<file path="src/rtl/csvt_pkg.sv">
// csvt_pkg: shared types and constants for the csv byte tokenizer
// no dependencies; imported by every module of the block

package csvt_pkg;

  localparam logic [7:0] QUOTE_BYTE    = 8'h22;
  localparam logic [7:0] CR_BYTE       = 8'h0D;
  localparam logic [7:0] LF_BYTE       = 8'h0A;
  localparam logic [7:0] DEFAULT_DELIM = 8'h2C;

  // token kinds as seen on the result port
  localparam logic [1:0] KIND_BYTE  = 2'd0;
  localparam logic [1:0] KIND_FIELD = 2'd1;
  localparam logic [1:0] KIND_ROW   = 2'd2;

  // input item actions
  localparam logic ACT_DATA  = 1'b0;
  localparam logic ACT_FLUSH = 1'b1;

  // default depth of the queue between front and back
  localparam int QUEUE_DEPTH = 4;

  typedef struct packed {
    logic [1:0] kind;
    logic [7:0] data;
  } token_t;

  // one queue entry: every token that a single input byte produces
  typedef struct packed {
    logic   pair;    // second token is valid
    token_t first;
    token_t second;
  } entry_t;

  // queue fill state as seen by its neighbours
  typedef struct packed {
    logic full;
    logic empty;
  } q_status_t;

endpackage

</file>
<file path="src/rtl/csvt_front.sv">
// csvt_front: accepts input bytes, keeps the quoting state and builds queue entries
// depends on csvt_pkg

module csvt_front (
  input  logic                clk,
  input  logic                rst,
  input  logic                in_valid,
  output logic                in_stall,
  input  logic                action,
  input  logic [7:0]          in_byte,
  input  logic [7:0]          field_delimiter,
  input  csvt_pkg::q_status_t q_status,
  output logic                push,
  output csvt_pkg::entry_t    push_entry
);
  import csvt_pkg::*;

  typedef struct packed {
    logic   emit;
    token_t tok;
    logic   in_quotes;
    logic   quote_pending;
    logic   cr_pending;
    logic   row_open;
  } plain_t;

  // one byte with no lookahead pending
  function automatic plain_t plain_byte(input logic [7:0] b, input logic [7:0] delim,
                                        input logic inq);
    plain_t r;
    r = '0;
    r.in_quotes = inq;
    r.row_open  = 1'b1;
    if (inq) begin
      if (b == QUOTE_BYTE) begin
        r.quote_pending = 1'b1;
      end else begin
        r.emit = 1'b1;
        r.tok  = '{kind: KIND_BYTE, data: b};
      end
    end else if (b == QUOTE_BYTE) begin
      r.in_quotes = 1'b1;
    end else if (b == delim) begin
      r.emit = 1'b1;
      r.tok  = '{kind: KIND_FIELD, data: 8'd0};
    end else if (b == CR_BYTE) begin
      r.cr_pending = 1'b1;
    end else if (b == LF_BYTE) begin
      r.emit     = 1'b1;
      r.tok      = '{kind: KIND_ROW, data: 8'd0};
      r.row_open = 1'b0;
    end else begin
      r.emit = 1'b1;
      r.tok  = '{kind: KIND_BYTE, data: b};
    end
    return r;
  endfunction

  logic   in_quotes, quote_pending, cr_pending, row_open;
  logic   in_quotes_next, quote_pending_next, cr_pending_next, row_open_next;
  logic   accept;
  plain_t pb;
  token_t row_tok;

  assign in_stall = q_status.full;
  assign accept   = in_valid && !in_stall;
  assign row_tok  = '{kind: KIND_ROW, data: 8'd0};

  always_comb begin
    in_quotes_next     = in_quotes;
    quote_pending_next = quote_pending;
    cr_pending_next    = cr_pending;
    row_open_next      = row_open;
    push               = 1'b0;
    push_entry         = '0;
    pb                 = plain_byte(in_byte, field_delimiter, in_quotes && !quote_pending);
    priority if (action == ACT_FLUSH) begin
      push               = cr_pending || row_open || quote_pending || in_quotes;
      push_entry.first   = row_tok;
      in_quotes_next     = 1'b0;
      quote_pending_next = 1'b0;
      cr_pending_next    = 1'b0;
      row_open_next      = 1'b0;
    end else if (quote_pending) begin
      if (in_byte == QUOTE_BYTE) begin
        // doubled quote gives one literal quote
        push               = 1'b1;
        push_entry.first   = '{kind: KIND_BYTE, data: QUOTE_BYTE};
        quote_pending_next = 1'b0;
      end else begin
        push               = pb.emit;
        push_entry.first   = pb.tok;
        in_quotes_next     = pb.in_quotes;
        quote_pending_next = pb.quote_pending;
        cr_pending_next    = pb.cr_pending;
        row_open_next      = pb.row_open;
      end
    end else if (cr_pending) begin
      push             = 1'b1;
      push_entry.first = row_tok;
      if (in_byte == LF_BYTE) begin
        cr_pending_next = 1'b0;
        row_open_next   = 1'b0;
      end else begin
        push_entry.pair    = pb.emit;
        push_entry.second  = pb.tok;
        in_quotes_next     = pb.in_quotes;
        quote_pending_next = pb.quote_pending;
        cr_pending_next    = pb.cr_pending;
        row_open_next      = pb.row_open;
      end
    end else begin
      push               = pb.emit;
      push_entry.first   = pb.tok;
      in_quotes_next     = pb.in_quotes;
      quote_pending_next = pb.quote_pending;
      cr_pending_next    = pb.cr_pending;
      row_open_next      = pb.row_open;
    end
    push = push && accept;
  end

  always_ff @(posedge clk) begin
    if (rst) begin
      in_quotes     <= 1'b0;
      quote_pending <= 1'b0;
      cr_pending    <= 1'b0;
      row_open      <= 1'b0;
    end else if (accept) begin
      in_quotes     <= in_quotes_next;
      quote_pending <= quote_pending_next;
      cr_pending    <= cr_pending_next;
      row_open      <= row_open_next;
    end
  end

  // a pending quote only exists inside quoting, a pending cr only outside
  a_qp_in_quotes: assert property (@(posedge clk) disable iff (rst)
    quote_pending |-> (in_quotes && !cr_pending))
    else $error("quote pending outside quoting");

  a_flush_clears: assert property (@(posedge clk) disable iff (rst)
    (accept && action == ACT_FLUSH) |=>
      !(in_quotes || quote_pending || cr_pending || row_open))
    else $error("flush left state behind");

endmodule

</file>
<file path="src/rtl/csvt_queue.sv">
// csvt_queue: short register fifo of token entries between front and back
// depends on csvt_pkg

module csvt_queue #(
  parameter int DEPTH = csvt_pkg::QUEUE_DEPTH
) (
  input  logic                clk,
  input  logic                rst,
  input  logic                push,
  input  csvt_pkg::entry_t    push_entry,
  input  logic                pop,
  output csvt_pkg::entry_t    head,
  output csvt_pkg::q_status_t status
);
  import csvt_pkg::*;

  localparam int PTR_W = (DEPTH > 1) ? $clog2(DEPTH) : 1;
  localparam int CNT_W = $clog2(DEPTH + 1);

  entry_t             slots [DEPTH];
  logic [PTR_W-1:0]   wr_ptr, rd_ptr;
  logic [CNT_W-1:0]   count;

  function automatic logic [PTR_W-1:0] bump(input logic [PTR_W-1:0] p);
    return (p == PTR_W'(DEPTH - 1)) ? '0 : p + 1'b1;
  endfunction

  assign head         = slots[rd_ptr];
  assign status.full  = (count == CNT_W'(DEPTH));
  assign status.empty = (count == '0);

  always_ff @(posedge clk) begin
    if (push) begin
      slots[wr_ptr] <= push_entry;
    end
  end

  always_ff @(posedge clk) begin
    if (rst) begin
      wr_ptr <= '0;
      rd_ptr <= '0;
      count  <= '0;
    end else begin
      if (push) begin
        wr_ptr <= bump(wr_ptr);
      end
      if (pop) begin
        rd_ptr <= bump(rd_ptr);
      end
      unique case ({push, pop})
        2'b10:   count <= count + 1'b1;
        2'b01:   count <= count - 1'b1;
        default: count <= count;
      endcase
    end
  end

  a_no_overflow: assert property (@(posedge clk) disable iff (rst)
    push |-> !status.full)
    else $error("push into full queue");

  a_no_underflow: assert property (@(posedge clk) disable iff (rst)
    pop |-> !status.empty)
    else $error("pop from empty queue");

endmodule

</file>
<file path="src/rtl/csvt_back.sv">
// csvt_back: splits queue entries into single tokens on a registered output
// depends on csvt_pkg

module csvt_back (
  input  logic                clk,
  input  logic                rst,
  input  csvt_pkg::entry_t    head,
  input  csvt_pkg::q_status_t q_status,
  output logic                pop,
  output logic                out_valid,
  input  logic                out_stall,
  output logic [1:0]          token_kind,
  output logic [7:0]          out_byte,
  output logic                last_of_run
);
  import csvt_pkg::*;

  logic   sel;       // second token of the head entry is next
  logic   load;
  logic   take;
  logic   is_last;
  token_t tok;

  assign load    = !out_valid || !out_stall;
  assign take    = load && !q_status.empty;
  assign tok     = sel ? head.second : head.first;
  assign is_last = sel || !head.pair;
  assign pop     = take && is_last;

  always_ff @(posedge clk) begin
    if (rst) begin
      out_valid <= 1'b0;
      sel       <= 1'b0;
    end else if (load) begin
      out_valid <= !q_status.empty;
      if (take) begin
        sel <= !is_last;
      end
    end
  end

  always_ff @(posedge clk) begin
    if (take) begin
      token_kind  <= tok.kind;
      out_byte    <= tok.data;
      last_of_run <= is_last;
    end
  end

  a_sel_pair: assert property (@(posedge clk) disable iff (rst)
    (sel && !q_status.empty) |-> head.pair)
    else $error("second token selected on a single entry");

endmodule

</file>
<file path="src/rtl/csv_byte_tokenizer.sv">
// csv_byte_tokenizer: top level of the streaming csv tokenizer
// depends on csvt_pkg, csvt_front, csvt_queue, csvt_back
//
//  channel   handshake                 payload
//  --------  ------------------------  ------------------------------------
//  in        in_valid / in_stall       action, in_byte
//  out       out_valid / out_stall     token_kind, out_byte, last_of_run
//  cfg       cfg_valid / cfg_ready     cfg_data (field delimiter)
//
// one input byte is taken per cycle while the queue has room; each gives up to
// two tokens, and the back end delivers one token per cycle while out_stall is
// low, so the token output port sets the sustained rate. a token passes through
// a queue slot and then the output register on its way from input to output.
// synchronous reset clears the quoting state, the queue and the output
// register, and sets the delimiter to a comma. in_stall is high exactly when
// the queue is full; out_stall holds the output register.

module csv_byte_tokenizer #(
  parameter int QUEUE_DEPTH = csvt_pkg::QUEUE_DEPTH
) (
  input  logic       clk,
  input  logic       rst,
  // input transactions
  input  logic       in_valid,
  output logic       in_stall,
  input  logic       action,
  input  logic [7:0] in_byte,
  // result transactions
  output logic       out_valid,
  input  logic       out_stall,
  output logic [1:0] token_kind,
  output logic [7:0] out_byte,
  output logic       last_of_run,
  // delimiter register writes
  input  logic       cfg_valid,
  output logic       cfg_ready,
  input  logic [7:0] cfg_data
);
  import csvt_pkg::*;

  logic [7:0] field_delimiter;
  logic       push;
  logic       pop;
  entry_t     push_entry;
  entry_t     head;
  q_status_t  q_status;

  // the register is always writable; the user must write only while the block is idle, it does not enforce this
  assign cfg_ready = 1'b1;

  always_ff @(posedge clk) begin
    if (rst) begin
      field_delimiter <= DEFAULT_DELIM;
    end else if (cfg_valid && cfg_ready) begin
      field_delimiter <= cfg_data;
    end
  end

  // front: quoting state machine, one byte per transaction
  csvt_front u_front (
    .clk             (clk),
    .rst             (rst),
    .in_valid        (in_valid),
    .in_stall        (in_stall),
    .action          (action),
    .in_byte         (in_byte),
    .field_delimiter (field_delimiter),
    .q_status        (q_status),
    .push            (push),
    .push_entry      (push_entry)
  );

  // decoupling queue, one entry per byte that yields any token
  csvt_queue #(
    .DEPTH (QUEUE_DEPTH)
  ) u_queue (
    .clk        (clk),
    .rst        (rst),
    .push       (push),
    .push_entry (push_entry),
    .pop        (pop),
    .head       (head),
    .status     (q_status)
  );

  // back: serialises entries into result transactions
  csvt_back u_back (
    .clk         (clk),
    .rst         (rst),
    .head        (head),
    .q_status    (q_status),
    .pop         (pop),
    .out_valid   (out_valid),
    .out_stall   (out_stall),
    .token_kind  (token_kind),
    .out_byte    (out_byte),
    .last_of_run (last_of_run)
  );

endmodule
</file>
<file path="config.mk">
export PLATFORM = sky130hd
export DESIGN_NAME = csv_byte_tokenizer
export DESIGN_NICKNAME = d
export VERILOG_FILES = /design/src/rtl/csvt_pkg.sv /design/src/rtl/csvt_front.sv /design/src/rtl/csvt_queue.sv /design/src/rtl/csvt_back.sv /design/src/rtl/csv_byte_tokenizer.sv
export SDC_FILE = /design/constraint.sdc
export NUM_CORES = 1
export LEC_CHECK = 0
export BUFFER_PORTS_ARGS = -buffer_cell sky130_fd_sc_hd__buf_2
export CORE_ASPECT_RATIO = 2
export CORE_MARGIN = 2
export CORE_UTILIZATION = 64
export CTS_CLUSTER_DIAMETER = 50
export CTS_CLUSTER_SIZE = 12
export DETAILED_ROUTE_END_ITERATION = 8
export PLACE_DENSITY = 0.86
export SLEW_MARGIN = 5
export SYNTH_ARGS = -nofsm -noshare
export SYNTH_HDL_FRONTEND = slang
export SYNTH_SLANG_ARGS = --single-unit
</file>
<file path="constraint.sdc">
create_clock -name clk -period 6.6 [get_ports clk]
set_input_delay 0.33 -clock clk [delete_from_list [all_inputs] [get_ports clk]]
set_output_delay 0.33 -clock clk [all_outputs]
set_load 0.005 [all_outputs]
</file>
## After elaboration in Yosys (flattened, before gate mapping)

Memories as Yosys holds them, arrays and structs flattened. A register that Yosys moved wholly into a read port is not among the register bits.
Cells that the tools add are included.
W data, S select, Z words.

- Bits in registers: 32
- RAM bits: 84
- Input bits: 22
- Output and inout bits: 14
- Logic and storage cells: 110
- Memories kept: 1

Memories:

| memory | words | bits a word | rd ports | clocked after memory_dff | write ports | RTL line | text |
|---|---|---|---|---|---|---|---|
| u_queue.slots | 4 | 21 | 1 | 1 | 1 | csvt_queue.sv:20 | `entry_t slots [DEPTH];` |

- Add/sub/neg operators: 4
- Equality and inequality tests: 11
- Multiplexer cells: 59
- Reductions and logical operators: 22

Operator list:

| kind | count |
|---|---|
| $mux W10 | 10 |
| $mux W11 | 5 |
| $mux W1 | 36 |
| $eq A8 B4 Y1 const B | 2 |
| $mux W2 | 7 |
| $eq A8 B6 Y1 const B | 1 |
| $eq A8 B8 Y1 | 1 |
| $logic_not A1 Y1 | 7 |
| $eq A2 B2 Y1 const B | 3 |
| $pmux W3 S2 | 1 |
| $logic_and A1 B1 Y1 | 5 |
| $logic_or A1 B1 Y1 | 5 |
| $add A2 B1 Y2 const B | 2 |
| $ne A4 B3 Y1 const B | 1 |
| $reduce_and A2 Y1 | 2 |
| $add A3 B1 Y3 const B | 1 |
| $eq A3 B3 Y1 const B | 1 |
| $logic_not A3 Y1 | 1 |
| $ne A3 B3 Y1 const B | 1 |
| $reduce_and A3 Y1 | 1 |
| $sub A3 B1 Y3 const B | 1 |
| $eq A2 B1 Y1 const B | 1 |
| $reduce_bool A2 Y1 | 1 |

## Depth between registers and ports, before layout

- Word-level depth: 12
- Mapped depth: 12
- Mapped depth without buffers: 11

## Cells and area by module

A second synthesis with hierarchy kept.

- Cell total of the unflattened synthesis: 308
- Area total of the unflattened synthesis: 4957.3 µm²

By module, submodules not included:

| module | instances | cells each | area each (µm²) | seq. area each (µm²) |
|---|---|---|---|---|
| csvt_queue | 1 | 157 | 3479.6 | 2702.6 |
| csvt_front | 1 | 91 | 629.4 | 80.1 |
| csvt_back | 1 | 32 | 541.8 | 370.4 |
| csv_byte_tokenizer | 1 | 28 | 306.5 | 160.2 |

## Least setup slack after synthesis

OpenSTA, ideal clock, no wires.

- Path type: input to register
- Start: in in_byte[7]
- End: reg u_queue.count[2]
- Setup time: 71 ps
- Arrival time: 2415 ps
- Required time: 6529 ps
- Slack: 4114 ps
- Stages on the path: 10
- Buffers on the path: 0
- Cell sequence: nor4_2 > and4_1 > a31oi_4 > inv_1 > ha_1 > inv_1 > fa_1 > xor2_1 > or3_1 > a21oi_1

- Word-level cells in the longest chain between the ends: 11

Ends and longest elaborated chain:

| what | RTL line | text |
|---|---|---|
| start, declared | csv_byte_tokenizer.sv:27 | `input logic [7:0] in_byte,` |
| $eq A8 B4 Y1 | csvt_front.sv:46 | `end else if (b == CR_BYTE) begin` |
| $mux W11 | csvt_front.sv:46 |  |
| $mux W11 | csvt_front.sv:43 | `end else if (b == delim) begin` |
| $mux W11 | csvt_front.sv:41 | `end else if (b == QUOTE_BYTE) begin` |
| $mux W11 | csvt_front.sv:34 | `if (inq) begin` |
| $mux W1, on equally long branches | csvt_front.sv:98, csvt_front.sv:85 |  |
| $mux W1 (*) | csvt_front.sv:84 | `end else if (quote_pending) begin` |
| $mux W1 (*) | csvt_front.sv:77 | `priority if (action == ACT_FLUSH) begin` |
| $logic_and A1 B1 Y1 (*) | csvt_front.sv:120 | `push = push && accept;` |
| $eq A2 B1 Y1 or $eq A2 B2 Y1 (tied branches) | csvt_queue.sv:50 | `unique case ({push, pop})` |
| $pmux W3 S2 or $reduce_bool A2 Y1 (tied branches) | -- |  |
| end signal, assigned | csvt_queue.sv:51 | `2'b10: count <= count + 1'b1;` |
| end signal, assigned | csvt_queue.sv:52 | `2'b01: count <= count - 1'b1;` |
| end signal, assigned | csvt_queue.sv:53 | `default: count <= count;` |
| end, declared | csvt_queue.sv:22 | `logic [CNT_W-1:0] count;` |

Mark *: on every way between the ends. The rest lies on a longest branch, timed or not.
A chain may end at the register's enable or synchronous reset.

==> impl_metrics.json <==
{
  "crit_buf_inv": 1,
  "fp.dieW_um": 66.4,
  "netlist_area_sq_um": 4980,
  "cp.required_ps": 6930,
  "p_clk_frac": 0.382,
  "hold_violations": 0,
  "cpMaxStageDelayCell": "dfxtp_1",
  "cts_buffers": 17,
  "synth.distinct_cells": 44,
  "path_clk_slew_ps": 50,
  "cts_buffer_depth": 2,
  "drc": 0,
  "dieArea_sq_um": 8540,
  "antenna_found_initial": 0,
  "finalCritPeriodShare": 0.465,
  "cts-root-buf": "clkbuf_16",
  "max_slew_margin": 0.278,
  "start_util": 0.660,
  "die_y_um": 129,
  "holdCritStartpoint": "cfg_data[5]",
  "cts_tree": "done",
  "hp-class": "input port to register",
  "power.leakage_nw": 2.04,
  "crit_family": "flip-flops",
  "grt_pass1_vias": 3003,
  "core_sq_um": 7540,
  "power.density_nw_per_um2": 378,
  "period_needed_ps": 3070,
  "yosysWarningCount": 0,
  "num_vias": 2927,
  "postCtsSetupRepairBufs": 0,
  "async_flop_share": 0,
  "p_comb_frac": 0.173,
  "gr-usage-all-layers": 0.245,
  "drt_first_pass_iters": 5,
  "cts.htree.levels": 4,
  "layout_commonest_cell": "edfxtp_1",
  "routabilityCongestion": 0.802,
  "postLayoutCoreUtil": 0.761,
  "antenna_left": 0,
  "synth_edf_count": 95,
  "reg2reg_slack_ps": 3530,
  "switchingPower_mw": 0.542,
  "worst_clock_skew_ps": 8.49,
  "drive_above_1_share": 0.215,
  "n_antenna_cell": 0,
  "overflow": 0,
  "syn2layout_area_growth_pct": 15.4,
  "io_buffers": 34,
  "setup_viol": 0,
  "worst_pin_slew_ps": 1080,
  "grt_pass1_wl_mm": 15.0,
  "rsz0062_at_grt": "false",
  "syn_avg_cell_area_sq_um": 14.9,
  "wl_per_cell_um": 19.1,
  "yosys_most_used_dff": "edfxtp_1",
  "final_cell_mix": "95 x edfxtp_1, 45 x nand2_1, 34 x buf_2",
  "path_cells": "mux4_2 > a21oi_2 > ha_1 > inv_1 > fa_1 > xor2_1 > or3_1 > a21oi_1",
  "power_frac_seq": 0.445,
  "yosysSeqAreaShare": 0.666,
  "nets": 408,
  "crit_path_max_fanout": 21,
  "p_sw_frac": 0.250,
  "ys_ff_latch": 118,
  "dpl.hpwl_mm": 5.84,
  "post_cts_resized": 0,
  "wirelength_mm": 9.24,
  "cp_data_arrival_time_ps": 3390,
  "pin_count": 36,
  "cts_num_sinks": 118,
  "peakVddDrop_mv": 0.339,
  "grt_max_degree": 22,
  "run_status": "finished, final reports clean",
  "rows": 45,
  "fin_setup_tns_ps": 0,
  "drv_slew": 0,
  "cp-end-kind": "register",
  "synth_cells": 335,
  "crit_path_start_kind": "register",
  "critical_path_class": "register to register",
  "drv_cap": 0,
  "drtIter0Drc": 146,
  "timing.fmax_mhz": 326,
  "clk_latency_ps": 410,
  "internal_power_mw": 1.63,
  "cts_hold_buf": 0,
  "max_stage_delay_ps": 940,
  "via_per_inst": 6.05
}
[power by group through the flow]
| stage | Clock (mW) | Sequential, mW | Combinational (mW) |
|---|---|---|---|
| finish | 0.831 | 0.967 | 0.376 |
| global placement | 0 | 0.974 | 0.363 |
| detailed placement | 0 | 0.979 | 0.373 |
| CTS | 0.836 | 0.967 | 0.383 |
| global route | 0.866 | 0.976 | 0.420 |
| floorplan | 0 | 0.964 | 0.272 |
[cell type report]
type | instances | area (sq um)
Sequential cell | 118 | 3310
Fill cell | 448 | 1800
Multi-Input combinational cell | 197 | 1570
Clock buffer | 22 | 444
Timing Repair Buffer | 35 | 178
Tap cell | 94 | 118
Clock inverter | 8 | 83.8
Inverter | 10 | 37.5
[cells in the mapped netlist (2+ instances only)]
cell type	number	area [sq um]
and2_1	5	31.3
mux2i_1	10	100
a21o_1	2	15.0
o21ai_0	3	15.0
and3_1	4	25.0
nor2_1	16	60.1
inv_1	9	33.8
buf_1	3	11.3
edfxtp_1	95	2850
a32o_1	3	30.0
nor3b_1	9	67.6
nor3_1	11	55.1
dfxtp_1	23	460
ha_1	6	75.1
nand4_1	2	12.5
nor4_1	5	31.3
clkbuf_1	4	15.0
buf_2	3	15.0
a21oi_1	9	45.0
conb_1	2	7.51
a211o_1	2	17.5
mux4_2	21	473
or3_1	2	12.5
nand2_1	45	169
buf_4	2	15.0
nor2b_1	5	31.3
xor2_1	10	87.6
nand2b_1	3	18.8
nand3_1	5	25.0
or2_2	2	12.5
[per-layer routing]
metal / global-route usage / vias up / share of wire
li1: - / 1344 / -
met1: 0.276 / 1437 / 0.37
met2: 0.432 / 128 / 0.56
met3: 0.0743 / 18 / 0.054
met4: 0.0888 / 0 / 0.021
met5: 0 / - / 0
[final timing paths]
path | end | cells after the start
setup / recovery | u_queue.count[2] | 8
hold / removal | field_delimiter[5] | 3
setup reg to reg | u_queue.count[2] | 8
hold reg to reg | u_back.out_valid | 2
[cell families (layout without fill, tap and decap cells)]
logic type	Yosys count	in the layout	share of synthesized area
mux	31	31	0.115
compound gates	26	26	0.0407
xor+xnor	10	10	0.0176
fa+ha+maj	7	7	0.0191
simple gates	118	118	0.119
buf+inv	23	75	0.0211
other cells	2	5	0.00151
flops	118	118	0.666
[worst min-delay path, cell delays in order]
cell	delay [ps]
buf_2	70
mux2i_1	60
nand2_1	60
[registers in the layout, indices dropped and copies added (netlist names), named ones only]
| register | count |
|---|---|
| u_queue.rd_ptr | 2 |
| u_front.in_quotes | 1 |
| u_back.sel | 1 |
| u_front.cr_pending | 1 |
| u_front.quote_pending | 1 |
| field_delimiter | 8 |
| u_queue.wr_ptr | 2 |
| u_back.token_kind | 2 |
| u_back.last_of_run | 1 |
| u_queue.slots | 84 |
| u_front.row_open | 1 |
| u_queue.count | 3 |
| u_back.out_byte | 8 |
| u_back.out_valid | 1 |
[metrics by stage]
stage | power [mW] | instances | worst slack, ps | instance area (sq um) | hold slack (ps)
6_report | 2.17 | 484 | 3530 | 5740 | 141
5_1_grt | 2.26 | 484 | 3310 | 5740 | 146
4_1_cts | 2.19 | 484 | 3510 | 5740 | 132
3_5_place_dp | 1.35 | 454 | 3520 | 5220 | 476
3_3_place_gp | 1.34 | 454 | 3590 | 5220 | 452
2_1_floorplan | 1.24 | 338 | 4110 | 4990 | 454
No activity file was read; power rests on OpenSTA's default activity.
